$ cat config.mk
export PLATFORM = sky130hd
export DESIGN_NAME = stp_phase
export DESIGN_NICKNAME = d
export VERILOG_FILES = /design/src/rtl/core/stp_pkg.sv /design/src/rtl/core/stp_phase.sv
export SDC_FILE = /design/constraint.sdc
export NUM_CORES = 1
export LEC_CHECK = 0
export ABC_AREA = 0
export ABC_CLOCK_PERIOD_IN_PS = 800
export BUFFER_PORTS_ARGS = -buffer_cell sky130_fd_sc_hd__buf_2
export CAP_MARGIN = 40
export CORE_ASPECT_RATIO = 0.5
export CORE_UTILIZATION = 55
export DETAILED_ROUTE_END_ITERATION = 16
export PLACE_DENSITY = 0.82
export SLEW_MARGIN = 30
export SYNTH_ARGS = -nofsm -noshare
export SYNTH_HDL_FRONTEND = slang
export SYNTH_SLANG_ARGS = --single-unit
$ cat constraint.sdc
create_clock -name clk -period 0.8 [get_ports clk]
set_input_delay 0.16 -clock clk [delete_from_list [all_inputs] [get_ports clk]]
set_output_delay 0.16 -clock clk [all_outputs]
set_load 0.005 [all_outputs]
$ cat src/rtl/core/stp_pkg.sv
// shared types and constants of the sine test pattern pixel generator
// no dependencies
package stp_pkg;

	localparam int EXPOSURE_W  = 10;
	localparam int MODE_W      = 2;
	localparam int SIZE_W      = 4;
	localparam int CFG_INDEX_W = 2;
	localparam int CFG_DATA_W  = 10;
	localparam int PIXEL_W     = 24;
	localparam int CHAN_W      = 16;
	localparam int LANES       = 3;

	// register indexes on the config port
	localparam logic [CFG_INDEX_W-1:0] REG_EXPOSURE = 2'd0;
	localparam logic [CFG_INDEX_W-1:0] REG_MODE     = 2'd1;
	localparam logic [CFG_INDEX_W-1:0] REG_WIDTH    = 2'd2;
	localparam logic [CFG_INDEX_W-1:0] REG_HEIGHT   = 2'd3;

	// pixel modes; the fourth code behaves as 8-bit gray
	localparam logic [MODE_W-1:0] MODE_GRAY8  = 2'd0;
	localparam logic [MODE_W-1:0] MODE_GRAY16 = 2'd1;
	localparam logic [MODE_W-1:0] MODE_RGB    = 2'd2;

	localparam logic [EXPOSURE_W-1:0] EXPOSURE_RST = 10'd100;
	localparam logic [MODE_W-1:0]     MODE_RST     = MODE_RGB;
	localparam logic [SIZE_W-1:0]     WIDTH_RST    = 4'd9;
	localparam logic [SIZE_W-1:0]     HEIGHT_RST   = 4'd9;

	typedef struct packed {
		logic [EXPOSURE_W-1:0] exposure;
		logic [MODE_W-1:0]     pixel_mode;
		logic [SIZE_W-1:0]     width_log2;
		logic [SIZE_W-1:0]     height_log2;
	} cfg_t;

endpackage

$ cat src/rtl/core/stp_phase.sv
// stage 1: phase of each channel from position, frame phase and image size
// depends on stp_pkg
module stp_phase
	import stp_pkg::*;
#(
	parameter int CW = 9,
	parameter int PB = 10
) (
	input  logic                       clk,
	input  logic                       arst_n,
	input  cfg_t                       cfg,
	input  logic                       valid_i,
	input  logic [CW-1:0]              column,
	input  logic [CW-1:0]              row,
	input  logic [2:0]                 frame_phase,
	output logic                       valid_s1,
	output logic [LANES-1:0][PB-1:0]   phase_s1
);

	localparam int XW = CW + PB + 1;
	localparam int LW = CW + PB;

	logic [XW-1:0]             col_x;
	logic [XW-1:0]             pix_full;
	logic [PB-1:0]             frame_part;
	logic [PB-1:0]             base;
	logic [LANES-1:0][LW-1:0]  line_x;
	logic [LANES-1:0][LW-1:0]  line_full;
	logic [LANES-1:0][PB-1:0]  phase;

	always_comb begin
		col_x      = XW'(column) << (PB + 1);
		pix_full   = col_x >> cfg.width_log2;
		frame_part = PB'(frame_phase) << (PB - 3);
		base       = frame_part + pix_full[PB-1:0];
		// line phase times 1, 2 and 4
		for (int l = 0; l < LANES; l++) begin
			line_x[l]    = LW'(row) << (PB - 2 + l);
			line_full[l] = line_x[l] >> cfg.height_log2;
			phase[l]     = base + line_full[l][PB-1:0];
		end
	end

	always_ff @(posedge clk or negedge arst_n) begin
		if (!arst_n) begin
			valid_s1 <= 1'b0;
		end else begin
			valid_s1 <= valid_i;
		end
	end

	always_ff @(posedge clk) begin
		if (valid_i) begin
			phase_s1 <= phase;
		end
	end

endmodule

==> key figures, run 1 <==
Status
  – Status: aborted with a tool error
  – Halt point of the flow: clock tree synthesis (4_1_cts)
  – Error msg: [ERROR DPL-0033] detailed placement checks failed during check placement.

Die
  – Die Ht: 54.72 um
  – Die width: between 100 and 150 um
  – Initial core utilization: 59.53%
  – # rows: 18
  – Number of I/O pins: 75

Yosys
  – Syn Nets: 400
  – Sequential fraction of the synthesis area: 30.29%
  – Synthesized netlist cell count: 327
  – Post-synth EDFFs: 30
  – Post-synthesis register bit count: 31
  – Post-synth top area cell: edfxtp_1
  – Top cell type's share of synthesized area: 29.47%
  – Post-synth ARST share: 3.226%
  – Mean post-synth cell area: 9.348 um2
  – Area of the mapped netlist: 3057 um2
  – Largest cells by area after synthesis: edfxtp_1 29%, ha_1 11%, xnor2_1 5.4%, nand2_1 4.5%, mux2i_1 4.3%
  – Number of library cell types mapped by synthesis: 52
  – YS warnings: 0
  – Post-synth top flop: edfxtp_1

CTS
  – Clock sink count: 31
  – # hold bufs at CTS: 1
  – Clock tree root buffer cell: clkbuf_8
  – Clock buffer depth: 2
  – Htree depth: 2
  – Setup bufs post-CTS: 12
  – TritonCTS Buffers: 5
  – PostCTS Resize Cnt: 79

Placed design
  – Post-DP HPWL: ~8300 um
  – Gp weighted congestion: 0.9701
  – Number of port buffers: 62
  – Post-Place Cell Area: 4518 um2
## cell families after synthesis
logic type / count (synthesis) / synth area share, %
AND/OR/NAND/NOR: 97 / 15.15
AO/OA/AOI/OAI: 88 / 18.54
XOR/XNOR: 31 / 8.883
flip-flops: 31 / 30.29
adder cells (fa/ha/maj): 30 / 12.73
multiplexers: 27 / 11.26
buffers and inverters: 23 / 3.152
## per-stage QoR
stage / hold WS [ns] / utilization (%) / std cells / worst slack, ns
floorplan: -0.1356 / - / 327 / -1.956
global placement: -0.06543 / 87.99 / 563 / -2.138
detailed placement: -0.06021 / 87.99 / 563 / -2.252
## synth_stat cells, drive strengths merged, types with 3 or more instances
library cell and n:
a211oi 3, a21oi 22, nor3 5, o21a 3
o31ai 4, nand2b 8, a21o 6, inv 8
mux4 5, nand2 37, o211ai 3, mux2i 13
ha 27, nor2b 10, nand3 5, edfxtp 30
mux2 9, and2 7, o22ai 3, buf 5
nor2 18, clkbuf 10, o21ai 27, xnor2 19
xor2 12
==> inputs of run 2 (changes only) <==
--- a/config.mk
+++ b/config.mk
@@ -9,10 +9,9 @@
 export ABC_CLOCK_PERIOD_IN_PS = 800
 export BUFFER_PORTS_ARGS = -buffer_cell sky130_fd_sc_hd__buf_2
 export CAP_MARGIN = 40
-export CORE_ASPECT_RATIO = 0.5
-export CORE_UTILIZATION = 55
+export CORE_UTILIZATION = 40
 export DETAILED_ROUTE_END_ITERATION = 16
-export PLACE_DENSITY = 0.82
+export PLACE_DENSITY_LB_ADDON = 0.15
 export SLEW_MARGIN = 30
 export SYNTH_ARGS = -nofsm -noshare
 export SYNTH_HDL_FRONTEND = slang
==> key figures, run 2 <==
STA
  – Slew Limit Fails: 0
  – RSZ-0062 raised after global routing: true
  – Tmin final: 2.644 ns
  – Final Cycle Share: 330.5%
  – Max_slew headroom: 62.87%
  – Hold Vio Cnt, Final: 0
  – Maximum clock rate: 378.2 MHz
  – Final WS setup: -1.844 ns
  – Final Setup Violations: 61
  – Slew @ Worst Pin: around 0.56 ns

Yosys
  – Most frequent cells after synthesis: 37 x nand2_1, 30 x edfxtp_1, 27 x ha_1, 26 x o21ai_0, 22 x a21oi_1 (unchanged)
  – Count leader, synth: nand2_1 (unchanged)
  – Post-synth ARST share: 3.226% (unchanged)
  – Syn Nets: 400 (unchanged)
  – Mean post-synth cell area: 9.348 um2 (unchanged)
  – YS warnings: 0 (unchanged)
  – Post-synth EDFFs: 30 (unchanged)
  – Post-synth top area cell: edfxtp_1 (unchanged)
  – Synthesized netlist cell count: 327 (unchanged)
  – Sequential fraction of the synthesis area: 30.29% (unchanged)
  – Number of library cell types mapped by synthesis: 52 (unchanged)
  – Post-synthesis register bit count: 31 (unchanged)
  – Top cell type's share of synthesized area: 29.47% (unchanged)
  – Post-synth top flop: edfxtp_1 (unchanged)
  – Area of the mapped netlist: 3057 um2 (unchanged)
  – Largest cells by area after synthesis: edfxtp_1 29%, ha_1 11%, xnor2_1 5.4%, nand2_1 4.5%, mux2i_1 4.3% (unchanged)

Global routing
  – Vias in the first global route: around 3000
  – First-pass GRT wire length: 13640 um
  – Initial antenna violation count: 0
  – Total Routing Usage GR: 22.10%
  – Grt ovf: 0
  – Largest net degree at the start of global routing: 25

Status
  – Status: complete, but fails checks (was aborted with a tool error)
  – Failing checks: setup timing

Route
  – DRC Markers: 0
  – Antenna viol nets, final: 0
  – Wirelength per Cell: between 10 and 15 um
  – Number of iterations in the first detailed-routing pass: 4
  – Final WL: 8764 um
  – Vias per cell: 5.045
  – Detailed-route via count: ~3100
  – Starting DRT DRC Count: between 40 and 50

Placed design
  – Post-DP HPWL: 6519 um (was 8264 um)
  – Setup slack after placement: -2.245 ns (was -2.252 ns)
  – Gp weighted congestion: 0.8606 (was 0.9701)
  – Number of port buffers: 62 (unchanged)

Worst setup path
  – Worst path required time: between 0.8 and 0.9 ns
  – Worst setup EP type: flip-flop
  – Crit Path Max Fanout: 5
  – Data arrival, critical path: 2.68 ns
  – Worst setup SP type: input port
  – Critical path type: in -> reg

Layout
  – Syn-to-layout area delta: 71.80%
  – Biggest register: phase_s1
  – Largest registers: phase_s1: 30 flops, valid_s1: 1 flops
  – Final net count: 593
  – Antenna Cells: 0
  – Most frequent cells in the layout: 125 x buf_4, 60 x buf_2, 34 x nand2_1
  – Max FFs per register: 30
  – Layout cells sized above 1: 59.69%
  – Final Util: 71.63%
  – Commonest non-fill, non-tap cell in the layout: buf_4
  – Filler cells: 548

CTS
  – CTS clk-pin slew, worst paths: 0.07 ns
  – Clock sink count: 31 (unchanged)
  – Clock tree root buffer cell: clkbuf_8 (unchanged)
  – Htree depth: 2 (unchanged)
  – CTS tree: yes
  – Clock buffer depth: 2 (unchanged)
  – TritonCTS Buffers: 5 (unchanged)

Die
  – Total die area: 7995 um2
  – Die width: 89.42 um (was 107.4 um)
  – CORE AREA: 7331 um2
  – Initial core utilization: 41.70% (was 59.53%)
  – Number of I/O pins: 75 (unchanged)
  – # rows: 31 (was 18)
  – Die Ht: 89.42 um (was 54.72 um)

Power and ir drop
  – Post-layout power: 7.601 mW
  – Leak: 2.355 nW
  – Total power per unit cell area: 1447 nW/um2
  – Worst vdd ir: 0.7009 mV

Flow run
  – Max-Cap Viols: 0

Worst hold path
  – Hold Path Class: in -> async
==> run 2: cell counts after synthesis <==
Identical to the previous run, type by type.
==> run 2: cell type report <==
cell class | count | area, um2 | area share (%)
inverters | 8 | 30.03 | 0.5718
clock buffers | 6 | 72.57 | 1.382
multi-input cells | 273 | 2640 | 50.27
flip-flops and latches | 31 | 925.9 | 17.63
repair buffers | 201 | 1451 | 27.64
clock inverters | 2 | 7.507 | 0.1430
well taps | 99 | 123.9 | 2.359
==> run 2: cells by family (layout without fill, tap and decap cells) <==
| group | Yosys count | after routing | synth area share, % |
|---|---|---|---|
| AND/OR/NAND/NOR | 97 | 97 | 15.15 |
| buffers and inverters | 23 | 217 | 3.152 |
| flip-flops | 31 | 31 | 30.29 |
| multiplexers | 27 | 27 | 11.26 |
| adder cells (fa/ha/maj) | 30 | 30 | 12.73 |
| AO/OA/AOI/OAI | 88 | 88 | 18.54 |
| XOR/XNOR | 31 | 31 | 8.883 |
==> run 2: final timing paths <==
| path | depth (start not counted) | slack (ns) | from | end |
|---|---|---|---|---|
| worst max-delay path | 16 | -1.84 | cfg[0] | phase_s1[9] |
| worst min-delay path | 2 | 0.18 | arst_n | valid_s1 |
| max in group asynchronous | 2 | 0.54 | arst_n | valid_s1 |
| min in group clk | 2 | 0.22 | valid_i | valid_s1 |
==> run 2: per-layer routing <==
layer	wire length, um	global-route usage (%)	vias up
met4	193	6.205	0
met1	3655	25.68	1455
met2	4725	42.89	63
met3	189	1.939	14
met5	0	0	-
li1	-	-	1596
==> run 2: worst max-delay path, stage by stage <==
cell and delay, ns:
buf_8 0.10, buf_12 0.12, mux2_4 0.30, mux2i_1 0.20
o21ai_2 0.08, nand2_1 0.07, o31a_1 0.17, inv_2 0.07
ha_4 0.23, a21o_1 0.18, a21oi_2 0.17, o21ai_2 0.08
o41ai_2 0.37, nand2b_1 0.15, o21ai_1 0.08, xnor2_1 0.13
==> run 2: report_power, final <==
part	leakage (nW)	switching (mW)	total, mW	internal [mW]
clock	0.0403	0.552	1.14	0.592
combinational	2.01	1.92	4.16	2.24
sequential	0.304	0.0583	2.29	2.23
total	2.35	2.53	7.60	5.07
==> run 2: stage by stage <==
| stage | hold WS [ns] | setup TNS, ns | cells | area [um2] |
|---|---|---|---|---|
| 6_report | 0.1778 | -46.99 | 620 | 5251 |
| 5_1_grt | 0.2142 | -50.30 | 620 | 5251 |
| 4_1_cts | 0.1724 | -45.79 | 613 | 5069 |
| 3_5_place_dp | -0.06259 | -53.63 | 595 | 4589 |
| 3_3_place_gp | -0.06510 | -52.81 | 595 | 4589 |
| 2_1_floorplan | -0.1356 | -45.30 | 327 | 3326 |
==> run 2: timing repair <==
action | in CTS | in global routing
endpoints found under the hold margin | 1 | 0
gates resized for setup | 70 | 26
pin swaps | 40 | 20
hold buffers | 1 | 0
endpoints found under the setup margin | 61 | 61
buffers inserted | 13 | 10
No activity file was read; power rests on OpenSTA's default activity.
