<file path="src/rtl/core/stp_pkg.sv">
// shared types and constants of the sine test pattern pixel generator
// no dependencies
package stp_pkg;

	localparam int EXPOSURE_W  = 10;
	localparam int MODE_W      = 2;
	localparam int SIZE_W      = 4;
	localparam int CFG_INDEX_W = 2;
	localparam int CFG_DATA_W  = 10;
	localparam int PIXEL_W     = 24;
	localparam int CHAN_W      = 16;
	localparam int LANES       = 3;

	// register indexes on the config port
	localparam logic [CFG_INDEX_W-1:0] REG_EXPOSURE = 2'd0;
	localparam logic [CFG_INDEX_W-1:0] REG_MODE     = 2'd1;
	localparam logic [CFG_INDEX_W-1:0] REG_WIDTH    = 2'd2;
	localparam logic [CFG_INDEX_W-1:0] REG_HEIGHT   = 2'd3;

	// pixel modes; the fourth code behaves as 8-bit gray
	localparam logic [MODE_W-1:0] MODE_GRAY8  = 2'd0;
	localparam logic [MODE_W-1:0] MODE_GRAY16 = 2'd1;
	localparam logic [MODE_W-1:0] MODE_RGB    = 2'd2;

	localparam logic [EXPOSURE_W-1:0] EXPOSURE_RST = 10'd100;
	localparam logic [MODE_W-1:0]     MODE_RST     = MODE_RGB;
	localparam logic [SIZE_W-1:0]     WIDTH_RST    = 4'd9;
	localparam logic [SIZE_W-1:0]     HEIGHT_RST   = 4'd9;

	typedef struct packed {
		logic [EXPOSURE_W-1:0] exposure;
		logic [MODE_W-1:0]     pixel_mode;
		logic [SIZE_W-1:0]     width_log2;
		logic [SIZE_W-1:0]     height_log2;
	} cfg_t;

endpackage

</file>
<file path="src/rtl/core/stp_sine.sv">
// stage 2: quadrant fold and quarter-wave sine table lookup
// depends on stp_pkg; table is built at elaboration
module stp_sine
	import stp_pkg::*;
#(
	parameter int PB = 10,
	parameter int F  = 14
) (
	input  logic                      clk,
	input  logic                      arst_n,
	input  logic                      valid_i,
	input  logic [LANES-1:0][PB-1:0]  phase,
	output logic                      valid_s2,
	output logic [LANES-1:0][F:0]     mag_s2,
	output logic [LANES-1:0]          neg_s2
);

	localparam int          QN          = 2 ** (PB - 2);
	localparam logic [63:0] Q30_ONE     = 64'd1 << 30;
	localparam logic [63:0] HALF_PI_Q30 = 64'd1686629713;

	typedef logic [F:0] rom_t [QN];

	// quarter-wave sine in q30 by horner on the taylor series
	function automatic logic [63:0] sine_q30(input logic [63:0] idx);
		logic [63:0] x;
		logic [63:0] x2;
		logic [63:0] t;
		x  = (idx * HALF_PI_Q30) >> (PB - 2);
		x2 = (x * x) >> 30;
		t  = Q30_ONE - x2 / 64'd110;
		t  = Q30_ONE - ((x2 * t) >> 30) / 64'd72;
		t  = Q30_ONE - ((x2 * t) >> 30) / 64'd42;
		t  = Q30_ONE - ((x2 * t) >> 30) / 64'd20;
		t  = Q30_ONE - ((x2 * t) >> 30) / 64'd6;
		return (x * t) >> 30;
	endfunction

	// round half up to F fraction bits, clamp at one
	function automatic logic [F:0] sine_fixed(input logic [63:0] idx);
		logic [63:0] v;
		v = (sine_q30(idx) + (64'd1 << (29 - F))) >> (30 - F);
		if (v > (64'd1 << F)) begin
			v = 64'd1 << F;
		end
		return v[F:0];
	endfunction

	function automatic rom_t build_rom();
		rom_t r;
		for (int i = 0; i < QN; i++) begin
			r[i] = sine_fixed(64'(i));
		end
		return r;
	endfunction

	localparam rom_t       SINE_ROM = build_rom();
	localparam logic [F:0] SINE_TOP = sine_fixed(64'(QN));

	logic [LANES-1:0][1:0]    quad;
	logic [LANES-1:0][PB-2:0] idx;
	logic [LANES-1:0][F:0]    mag;

	always_comb begin
		for (int l = 0; l < LANES; l++) begin
			quad[l] = phase[l][PB-1:PB-2];
			idx[l]  = quad[l][0] ? ((PB-1)'(QN) - (PB-1)'(phase[l][PB-3:0]))
			                     : (PB-1)'(phase[l][PB-3:0]);
			// index at a full quarter is the peak, just past the table
			mag[l]  = idx[l][PB-2] ? SINE_TOP : SINE_ROM[idx[l][PB-3:0]];
		end
	end

	always_ff @(posedge clk or negedge arst_n) begin
		if (!arst_n) begin
			valid_s2 <= 1'b0;
		end else begin
			valid_s2 <= valid_i;
		end
	end

	always_ff @(posedge clk) begin
		if (valid_i) begin
			for (int l = 0; l < LANES; l++) begin
				mag_s2[l] <= mag[l];
				neg_s2[l] <= quad[l][1];
			end
		end
	end

endmodule

</file>
<file path="config.mk">
export PLATFORM = sky130hd
export DESIGN_NAME = stp_sine
export DESIGN_NICKNAME = d
export VERILOG_FILES = /design/src/rtl/core/stp_pkg.sv /design/src/rtl/core/stp_sine.sv
export SDC_FILE = /design/constraint.sdc
export NUM_CORES = 1
export LEC_CHECK = 0
export BUFFER_PORTS_ARGS = -buffer_cell sky130_fd_sc_hd__buf_2
export CORE_MARGIN = 1.5
export CORE_UTILIZATION = 45
export CTS_BUF_LIST = sky130_fd_sc_hd__clkbuf_8
export DETAILED_ROUTE_END_ITERATION = 6
export PLACE_DENSITY = 0.73
export SKIP_LAST_GASP = 1
export SLEW_MARGIN = 20
export SYNTH_ARGS = -nofsm -noshare
export SYNTH_HDL_FRONTEND = slang
export SYNTH_SLANG_ARGS = --single-unit
</file>
<file path="constraint.sdc">
create_clock -name clk -period 0.8 [get_ports clk]
set_input_delay 0.04 -clock clk [delete_from_list [all_inputs] [get_ports clk]]
set_output_delay 0.04 -clock clk [all_outputs]
set_load 0.02 [all_outputs]
</file>
==> impl_results.rst, run 1 <==
.. list-table::
   :header-rows: 1

   * - Metric
     - Value
   * - Status
     - did not finish
   * - Stage where the run ended
     - 5_1_grt
   * - First reported error
     - [ERROR GRT-0232] Routing congestion too high. Check the congestion heatmap in the GUI.
   * - Cell area after synthesis
     - 14500 µm²
   * - Sequential-to-total area share from yosys stat
     - 10.1%
   * - Standard-cell rows
     - 65
   * - Maximum number of pins on one net before global-route repair
     - 32
   * - Starting utilization of the core area
     - 45.8%
   * - CTS H-tree depth
     - 2
   * - Clock tree buffer depth
     - 2
   * - Net Count, Synth
     - 2324
   * - Cell types with the largest area share after synthesis
     - edfxtp_1 (9.9%), nand2_1 (6.7%), a21oi_1 (6.6%), o21ai_0 (6.5%), nor2_1 (6.3%)
   * - PortBufs
     - 81
   * - Die width
     - 182 µm
   * - Routability-driven placement congestion ratio
     - 1.13
   * - Cell types with the highest counts after synthesis
     - nand2_1 (257), nor2_1 (242), a21oi_1 (191), o21ai_0 (187), clkbuf_1 (117)
   * - GR repair worst EP
     - mag_s2[22]$_SDFFCE_PP0P_/D
   * - Register bit total from synthesis
     - 49
   * - Proportion of netlist area held by the largest area contributor
     - 9.94%
   * - Warnings, synthesis
     - 0
   * - Most used DFF post-synth
     - edfxtp_1
   * - EDFF count, synth
     - 48
   * - Kind of pin the worst path terminates on
     - sequential cell input
   * - CTS Buf Count
     - 5
   * - Mean cell area of the mapped netlist
     - 6.48 µm²
   * - Die extent in y
     - 182 µm
   * - TritonCTS sink count
     - 49
   * - Netlist cell types
     - 103
   * - Share of synthesized registers carrying an async set or reset
     - 2.04%
   * - Detailed-placement wirelength estimate
     - 67.6 mm
   * - Number of top-level pins
     - 82
   * - Root Buffer
     - clkbuf_8
   * - Cell with the most instances after synthesis
     - nand2_1
   * - Overflow after GRT
     - 547
   * - Mapped Cells
     - 2238
   * - Post-synth top area cell
     - edfxtp_1
   * - Total global-route track usage
     - 87.5%
[routing by layer]
layer | GRT usage [%] | overflow
met3 | 76.2 | 24
met5 | 54.8 | 2
met1 | 86.1 | 26
met4 | 90.3 | 214
met2 | 100 | 281
[what timing repair did]
item,4_1_cts
hold buffers,6
endpoints found under the setup margin,94
resized for setup,495
pin swaps,165
gates cloned,15
buffers inserted,101
hold endpoints to repair,5
[per-stage QoR]
stage	hold WS (ns)	setup WS [ns]	TNS (ns)	instance area (µm²)	cells
after floorplan	-0.256	-1.97	-72.45	16000	2238
after global placement	-0.185	-2.13	-83.55	22000	3308
after detailed placement	-0.185	-2.11	-86.34	22000	3308
after CTS	0.0280	-1.47	-69.56	25400	3432
[kinds of logic after synthesis]
logic type	after synthesis	share of synthesized area (%)
adder cells (fa/ha/maj)	54	4.64
multiplexers	20	1.84
AND/OR/NAND/NOR	803	25.2
AO/OA/AOI/OAI	974	46.2
flip-flops	49	10.1
buffers and inverters	300	9.14
XOR/XNOR	38	2.81
==> run 2: changes to the inputs <==
--- a/config.mk
+++ b/config.mk
@@ -7,10 +7,9 @@
 export LEC_CHECK = 0
 export BUFFER_PORTS_ARGS = -buffer_cell sky130_fd_sc_hd__buf_2
 export CORE_MARGIN = 1.5
-export CORE_UTILIZATION = 45
-export CTS_BUF_LIST = sky130_fd_sc_hd__clkbuf_8
+export CORE_UTILIZATION = 30
 export DETAILED_ROUTE_END_ITERATION = 6
-export PLACE_DENSITY = 0.73
+export PLACE_DENSITY_LB_ADDON = 0.15
 export SKIP_LAST_GASP = 1
 export SLEW_MARGIN = 20
 export SYNTH_ARGS = -nofsm -noshare
==> run 2 against run 1 <==
The flow now finishes, with violations (design-rule violations, negative setup slack); synthesized cell count unchanged; synthesized area unchanged.
==> impl_results.rst, run 2 <==
.. list-table::
   :header-rows: 1

   * - Metric
     - Value
   * - Status
     - complete, but fails checks (was did not finish)
   * - Violated checks
     - design-rule violations, negative setup slack
   * - Largest registers
     - mag_s2 x45, neg_s2 x3, valid_s2 x1
   * - Post-CTS clock slew at the launch and capture registers of the worst setup and hold paths
     - 0.14 ns
   * - Areal power density over the cells
     - 1380 nW/µm²
   * - Cell area after synthesis
     - 14500 µm² (unchanged)
   * - Achievable clock frequency
     - 421 MHz
   * - Dominant combinational cell family by area after synthesis
     - compound AO/OA/AOI/OAI gates (unchanged)
   * - P&R area growth vs syn
     - 96.7%
   * - Cell with the most instances after synthesis
     - nand2_1 (unchanged)
   * - Net Count, Synth
     - 2324 (unchanged)
   * - Sequential-to-total area share from yosys stat
     - 10.1% (unchanged)
   * - Netlist cell types
     - 103 (unchanged)
   * - Max-Cap Viols
     - 0
   * - Area fraction in and, or, nand and nor cells after synthesis
     - 25.2% (unchanged)
   * - Final-layout worst hold slack
     - 0.121 ns
   * - Total Die Area
     - 49700 µm²
   * - Post-layout net count
     - 3206
   * - Average wire per standard cell
     - 28.0 µm
   * - Cell types with the highest counts after synthesis
     - nand2_1 (257), nor2_1 (242), a21oi_1 (191), o21ai_0 (187), clkbuf_1 (117) (unchanged)
   * - Part of the cycle the worst path needs
     - 297%
   * - Peak supply drop
     - 1.22 mV
   * - Iteration-0 DRC Markers
     - 3359
   * - PortBufs
     - 81 (unchanged)
   * - Tightest Hold Check Type
     - in2reg
   * - CP Class
     - in2reg
   * - Total wirelength of the detailed-routed design
     - 104 mm
   * - Final critical-path setup slack
     - -1.57 ns
   * - Number of flip-flops under the largest register name
     - 45
   * - Core area
     - 47700 µm²
   * - Post-synth top area cell
     - edfxtp_1 (unchanged)
   * - EDFF count, synth
     - 48 (unchanged)
   * - Total number of vias
     - 24700
   * - Fillers
     - 4297
   * - TritonCTS sink count
     - 49 (unchanged)
   * - Count of unresolved DRC violations after routing
     - 2
   * - Maximum number of pins on one net before global-route repair
     - 34
   * - Parity-gate share of the synthesized area counting xor and xnor cells
     - 2.81% (unchanged)
   * - Most used DFF post-synth
     - edfxtp_1 (unchanged)
   * - Standard-cell rows
     - 80 (was 65)
   * - Mapped Cells
     - 2238 (unchanged)
   * - Clock tree buffer depth
     - 2 (unchanged)
   * - Root Buffer
     - clkbuf_16 (was clkbuf_8)
   * - Number of optimization iterations in the first detailed-route pass
     - 7
   * - Initial antenna violation count
     - 2
   * - Cell leakage power
     - 11.5 nW
   * - Final Max Tran Viols
     - 0
   * - Die extent in y
     - 223 µm (was 182 µm)
   * - Element type at the critical path start
     - input port
   * - Number of hold violations in the final report
     - 0
   * - Antenna diode count
     - 0
   * - Ratio of cells with drive above 1 in the final layout
     - 55.1%
   * - Post-Place Setup Slack
     - -2.25 ns (was -2.11 ns)
   * - Mean cell area of the mapped netlist
     - 6.48 µm² (unchanged)
   * - Post-route setup TNS
     - -69.75 ns
   * - Total global-route track usage
     - 39.8%
   * - CTS H-tree depth
     - 2 (unchanged)
   * - Routability-driven placement congestion ratio
     - 1.04 (was 1.13)
   * - Register bit total from synthesis
     - 49 (unchanged)
   * - Starting utilization of the core area
     - 30.4% (was 45.8%)
   * - Area of combinational cells with multiple inputs
     - 15300 µm²
   * - Global-route wire length before repair
     - 150 mm
   * - Worst path arrival time
     - 2.61 ns
   * - Share of synthesized registers carrying an async set or reset
     - 2.04% (unchanged)
   * - Commonest non-fill, non-tap cells in the layout
     - buf_4 (832), nand2_1 (200), nor2_1 (176)
   * - Placed standard-cell area
     - 22600 µm² (was 22000 µm²)
   * - WP data required
     - 1.04 ns
   * - Routed via count divided by cell count
     - 6.61
   * - Remaining max-slew budget at the tightest pin
     - 24.8%
   * - Clock period minus worst slack
     - 2.37 ns
   * - Number of top-level pins
     - 82 (unchanged)
   * - CTS tree
     - yes
   * - Die width
     - 223 µm (was 182 µm)
   * - Detailed-placement wirelength estimate
     - 73.7 mm (was 67.6 mm)
   * - Final total power
     - 39.4 mW
   * - CTS Buf Count
     - 5 (unchanged)
   * - Proportion of netlist area held by the largest area contributor
     - 9.94% (unchanged)
   * - Overflow after GRT
     - 0
   * - Cell types with the largest area share after synthesis
     - edfxtp_1 (9.9%), nand2_1 (6.7%), a21oi_1 (6.6%), o21ai_0 (6.5%), nor2_1 (6.3%) (unchanged)
   * - Footprint of the flip-flops and latches
     - 1470 µm²
   * - Warnings, synthesis
     - 0 (unchanged)
   * - Setup repair after global routing missed its margin
     - true
   * - Most common cell after layout, fill and taps aside
     - buf_4
   * - Post-synthesis share of cell area spent on full adders, half adders and majority gates
     - 4.64% (unchanged)
   * - Number of routed nets with antenna violations
     - 0
   * - Vias in the first global route
     - 23400
   * - Final setup vio count
     - 94
   * - Endpoint kind of the worst setup timing path
     - flop
   * - Area of all placed cells without fillers
     - 28500 µm²
   * - Mux share of post-synthesis cell area
     - 1.84% (unchanged)
   * - Largest register by flop count
     - mag_s2
   * - Transition time at the pin with the least slew margin
     - 1.12 ns
   * - Max FO, Critical Path
     - 7
   * - Post-synthesis compound-gate area fraction
     - 46.2% (unchanged)
==> run 2: per-layer routing <==
metal | track usage (%) | vias up | wire length [µm]
met2 | 60.9 | 1999 | 45000
met4 | 24.1 | 4 | 7540
met3 | 10.2 | 543 | 12600
met5 | 0 | - | 20
met1 | 49.9 | 11700 | 39400
li1 | - | 10500 | -
==> run 2: cell type report <==
cell class              instances  area share (%)
clock inverters                 3           0.118
multi-input cells            1891            53.6
clock buffers                   5           0.439
flip-flops and latches         49            5.14
inverters                      24           0.566
well taps                     615            2.70
repair buffers               1149            37.5
==> run 2: critical path, stage by stage <==
cell	delay (ns)
buf_8	0.10
inv_4	0.05
ha_4	0.13
and2b_2	0.25
xor2_4	0.19
buf_12	0.18
buf_4	0.14
buf_4	0.13
nand2_1	0.18
buf_4	0.17
a21oi_1	0.10
o311a_1	0.32
nor4_2	0.36
o41ai_2	0.11
a31oi_2	0.17
==> run 2: worst paths after layout <==
| path | from | end | slack, ns | cells after the start |
|---|---|---|---|---|
| min in group asynchronous | arst_n | valid_s2 | 0.52 | 3 |
| max in group asynchronous | arst_n | valid_s2 | 0.18 | 3 |
| setup / recovery | phase[1] | mag_s2[0] | -1.57 | 15 |
| hold / removal | valid_i | valid_s2 | 0.12 | 2 |
==> run 2: kinds of logic after synthesis <==
family          after synthesis
flops                        49
compound gates              974
simple gates                803
xor+xnor                     38
mux                          20
fa+ha+maj                    54
buf+inv                     300
==> run 2: what timing repair did <==
action,4_1_cts,5_1_grt
hold endpoints to repair,4,0
resized for setup,627,293
hold buffers,5,0
cloned,16,5
endpoints found under the setup margin,94,94
pin swaps,226,155
buffers inserted,142,49
==> run 2: power by group <==
group	leakage (nW)	internal, mW	total, mW	switching (mW)
logic	10.9	15.0	32.9	17.9
registers	0.481	3.41	3.68	0.265
clock network	0.0767	1.21	2.79	1.58
==> run 2: metrics by stage <==
| stage | cells | utilization (%) |
|---|---|---|
| 6_report | 3736 | 59.7 |
| 3_3_place_gp | 3529 | 47.3 |
| 5_1_grt | 3736 | 59.7 |
| 2_1_floorplan | 2238 | - |
| 4_1_cts | 3692 | 56.3 |
| 3_5_place_dp | 3529 | 47.3 |
Note: power is estimated with default switching activity, not from simulation.
==> run 3: changes to the inputs <==
--- a/config.mk
+++ b/config.mk
@@ -5,6 +5,7 @@
 export SDC_FILE = /design/constraint.sdc
 export NUM_CORES = 1
 export LEC_CHECK = 0
+export ABC_AREA = 1
 export BUFFER_PORTS_ARGS = -buffer_cell sky130_fd_sc_hd__buf_2
 export CORE_MARGIN = 1.5
 export CORE_UTILIZATION = 30
==> constraint.sdc (replaced) <==
create_clock -name clk -period 2.69 [get_ports clk]
set_input_delay 0.1345 -clock clk [delete_from_list [all_inputs] [get_ports clk]]
set_output_delay 0.1345 -clock clk [all_outputs]
set_load 0.02 [all_outputs]
==> run 3 against run 2 <==
The run now ends clean; critical endpoint is now mag_s2[4]; clock power fell by 70%; non-clock buffer count down 786; utilization is 23 points lower; synthesized cell count grew 19%; largest power group unchanged; wire length shrank 21%; worst hold slack lost 0.012 ns; sequential cell count is the same.
==> impl_results.rst, run 3 <==
.. list-table::
   :header-rows: 1

   * - Metric
     - Value
   * - Status
     - completed (was complete, but fails checks)
   * - Cell types with the largest area share after synthesis
     - nand2_1 (35%), nand3_1 (14%), edfxtp_1 (11%), ha_1 (5.0%), nor2_1 (4.7%) (was edfxtp_1 (9.9%), nand2_1 (6.7%), a21oi_1 (6.6%), o21ai_0 (6.5%), nor2_1 (6.3%))
   * - Number of top-level pins
     - 82 (unchanged)
   * - Iteration-0 DRC Markers
     - 2688 (was 3359)
   * - Tightest Hold Check Type
     - in2async (was in2reg)
   * - Worst path arrival time
     - 2.63 ns (was 2.61 ns)
   * - Final setup vio count
     - 0 (was 94)
   * - Areal power density over the cells
     - 418 nW/µm² (was 1380 nW/µm²)
   * - Peak supply drop
     - 0.234 mV (was 1.22 mV)
   * - Element type at the critical path start
     - input port (unchanged)
   * - Endpoint kind of the worst setup timing path
     - flop (unchanged)
   * - Setup repair after global routing missed its margin
     - false (was true)
   * - Total number of vias
     - 19700 (was 24700)
   * - Achievable clock frequency
     - 395 MHz
   * - Post-CTS clock slew at the launch and capture registers of the worst setup and hold paths
     - 0.10 ns (was 0.14 ns)
   * - Post-synthesis share of cell area spent on full adders, half adders and majority gates
     - 4.95% (was 4.64%)
   * - Critical-path cell with the highest stage delay
     - ha_1 (was nor4_2)
   * - Vias in the first global route
     - 19200 (was 23400)
   * - Initial antenna violation count
     - 1 (was 2)
   * - Proportion of netlist area held by the largest area contributor
     - 35.0% (was 9.94%)
   * - Count of unresolved DRC violations after routing
     - 0 (was 2)
   * - Die width
     - 214 µm (was 223 µm)
   * - Starting utilization of the core area
     - 30.3% (was 30.4%)
   * - CTS Buf Count
     - 5 (unchanged)
   * - Post-layout net count
     - 2966 (was 3206)
   * - Number of optimization iterations in the first detailed-route pass
     - 6 (was 7)
   * - PortBufs
     - 81 (unchanged)
   * - Number of hold violations in the final report
     - 0 (unchanged)
   * - Final total power
     - 6.78 mW (was 39.4 mW)
   * - Standard-cell rows
     - 77 (was 80)
   * - Core area
     - 44100 µm² (was 47700 µm²)
   * - Cell area after synthesis
     - 13400 µm² (was 14500 µm²)
   * - Routed via count divided by cell count
     - 5.69 (was 6.61)
   * - Commonest non-fill, non-tap cells in the layout
     - nand2_1 (1250), nand3_1 (378), buf_4 (256) (was buf_4 (832), nand2_1 (200), nor2_1 (176))
   * - Detailed-placement wirelength estimate
     - 64.5 mm (was 73.7 mm)
   * - TritonCTS sink count
     - 49 (unchanged)
   * - Part of the cycle the worst path needs
     - 94.2%
   * - Mapped Cells
     - 2658 (was 2238)
   * - Most used DFF post-synth
     - edfxtp_1 (unchanged)
   * - Warnings, synthesis
     - 0 (unchanged)
   * - Area of combinational cells with multiple inputs
     - 10400 µm² (was 15300 µm²)
   * - Max FO, Critical Path
     - 6 (was 7)
   * - Cell with the most instances after synthesis
     - nand2_1 (unchanged)
   * - CTS tree
     - yes (unchanged)
   * - Most common cell after layout, fill and taps aside
     - nand2_1 (was buf_4)
   * - Cell leakage power
     - 9.15 nW (was 11.5 nW)
   * - Maximum number of pins on one net before global-route repair
     - 75 (was 34)
   * - Register bit total from synthesis
     - 49 (unchanged)
   * - Fillers
     - 5255 (was 4297)
   * - Final core utilization
     - 36.8% (was 59.7%)
   * - Peak per-stage delay on the critical path
     - 0.42 ns (was 0.36 ns)
   * - Total wirelength of the detailed-routed design
     - 82.5 mm (was 104 mm)
   * - Net Count, Synth
     - 2744 (was 2324)
   * - Total global-route track usage
     - 35.5% (was 39.8%)
   * - P&R area growth vs syn
     - 21.3% (was 96.7%)
   * - Number of routed nets with antenna violations
     - 0 (unchanged)
   * - Clock tree buffer depth
     - 2 (unchanged)
   * - Area fraction in and, or, nand and nor cells after synthesis
     - 59.8% (was 25.2%)
   * - CP Class
     - in2reg (unchanged)
   * - Cell types with the highest counts after synthesis
     - nand2_1 (1250), nand3_1 (378), nor2_1 (168), inv_1 (161) (was nand2_1 (257), nor2_1 (242), a21oi_1 (191), o21ai_0 (187), clkbuf_1 (117))
   * - Max-Cap Viols
     - 0 (unchanged)
   * - Post-synth top area cell
     - nand2_1 (was edfxtp_1)
   * - Largest registers
     - mag_s2 x45, neg_s2 x3, valid_s2 x1 (unchanged)
   * - Ratio of cells with drive above 1 in the final layout
     - 15.3% (was 55.1%)
   * - Antenna diode count
     - 0 (unchanged)
   * - Dominant combinational cell family by area after synthesis
     - simple AND/OR/NAND/NOR gates (was compound AO/OA/AOI/OAI gates)
   * - Series of cell instances along the critical path
     - buf_2, inv_2, ha_1, nand2_1, o21ai_2, ha_1, nand3_1, nand2_1, buf_4, nand2_1, nor2_1, o21ai_0, nand2_1, a21oi_1, a21oi_1 (was buf_8, inv_4, ha_4, and2b_2, xor2_4, buf_12, buf_4, buf_4, nand2_1, buf_4, a21oi_1, o311a_1, nor4_2, o41ai_2, a31oi_2)
   * - Global-route wire length before repair
     - 124 mm (was 150 mm)
   * - Transition time at the pin with the least slew margin
     - 0.641 ns (was 1.12 ns)
   * - CTS H-tree depth
     - 2 (unchanged)
   * - Overflow after GRT
     - 0 (unchanged)
   * - Die extent in y
     - 214 µm (was 223 µm)
   * - Final Max Tran Viols
     - 0 (unchanged)
   * - Final-layout worst hold slack
     - 0.108 ns (was 0.121 ns)
   * - Post-synthesis compound-gate area fraction
     - 12.7% (was 46.2%)
   * - Footprint of the flip-flops and latches
     - 1470 µm² (unchanged)
   * - Share of synthesized registers carrying an async set or reset
     - 2.04% (unchanged)
   * - Mean cell area of the mapped netlist
     - 5.04 µm² (was 6.48 µm²)
   * - Root Buffer
     - clkbuf_16 (unchanged)
   * - Average wire per standard cell
     - 23.8 µm (was 28.0 µm)
   * - EDFF count, synth
     - 48 (unchanged)
   * - Cell occurring most often along the worst timing path
     - nand2_1 (was buf_4)
   * - Number of flip-flops under the largest register name
     - 45 (unchanged)
   * - WP data required
     - 2.79 ns (was 1.04 ns)
   * - Total Die Area
     - 45900 µm² (was 49700 µm²)
   * - Netlist cell types
     - 40 (was 103)
   * - Post-CTS Setup Repair Bufs
     - 0 (was 142)
   * - Routability-driven placement congestion ratio
     - 1.04 (about the same)
   * - Clock period minus worst slack
     - 2.53 ns
   * - Parity-gate share of the synthesized area counting xor and xnor cells
     - 0% (was 2.81%)
   * - Mux share of post-synthesis cell area
     - 0% (was 1.84%)
   * - Remaining max-slew budget at the tightest pin
     - 57.3% (was 24.8%)
   * - Largest register by flop count
     - mag_s2 (unchanged)
   * - Sequential-to-total area share from yosys stat
     - 11.0% (was 10.1%)
## run 3: changes by cell type after synthesis, moves of 43 or more
cell / before / now
a211oi_1: 76 / 3
a21oi_1: 191 / 118
a311oi_1: 45 / 0
a31oi_1: 59 / 6
buf_2: 112 / 69
clkbuf_1: 117 / 31
inv_1: 16 / 161
nand2_1: 257 / 1250
nand3_1: 59 / 378
nor2_1: 242 / 168
nor3_1: 102 / 6
o211ai_1: 69 / 21
o21ai_0: 187 / 118
## run 3: timing repair
item / CTS / global route
hold endpoints to repair: 4 / 0
hold buffers: 4 / 0
resized for setup: 0 / 0
endpoints found under the setup margin: 0 / 0
## run 3: metrics by stage
stage	setup TNS [ns]	std cells	instance area [µm²]	setup slack (ns)
floorplan	0	2658	13400	0.0123
global placement	-0.449	3461	16000	-0.138
detailed placement	-0.318	3461	16000	-0.112
CTS	0	3473	16200	0.244
global route	0	3473	16200	0.0350
finish	0	3473	16200	0.157
## run 3: critical path, delay by kind of cell
family	cells	cell delay (ns)
simple gates	6	0.64
buf+inv	3	0.35
fa+ha+maj	2	0.72
compound gates	4	0.79
## run 3: layout make-up
cell class	instances	area share [%]
clock buffers	6	0.794
repair buffers	363	17.3
inverters	182	4.21
flip-flops and latches	49	9.03
multi-input cells	2279	63.9
clock inverters	2	0.216
well taps	592	4.56
## run 3: per-layer routing
metal	GRT usage (%)	up-vias	share of wire, %
met5	0	-	0.017
met4	17.4	2	5.2
met3	8.91	236	11
met2	53.8	1267	43
met1	46.7	9165	41
li1	-	9076	-
## run 3: cell families after synthesis
kind of cell,Yosys count
buffers and inverters,330
DFF,49
AOI/OAI and AO/OA,317
and+or+nand+nor,1909
adders and majority gates,53
## run 3: how the worst max path moves through the flow
stage,from,to,depth (start not counted)
after global placement,phase[0],mag_s2[4],15
after detailed placement,phase[11],mag_s2[20],16
final,phase[0],mag_s2[4],15
after CTS,phase[11],mag_s2[20],16
after global routing,phase[11],mag_s2[20],16
after floorplan,phase[20],mag_s2[32],15
## run 3: report_power, final
group	internal (mW)	switching, mW	total [mW]
Clock	0.442	0.402	0.844
Sequential	0.985	0.0497	1.03
Combinational	1.54	3.36	4.90
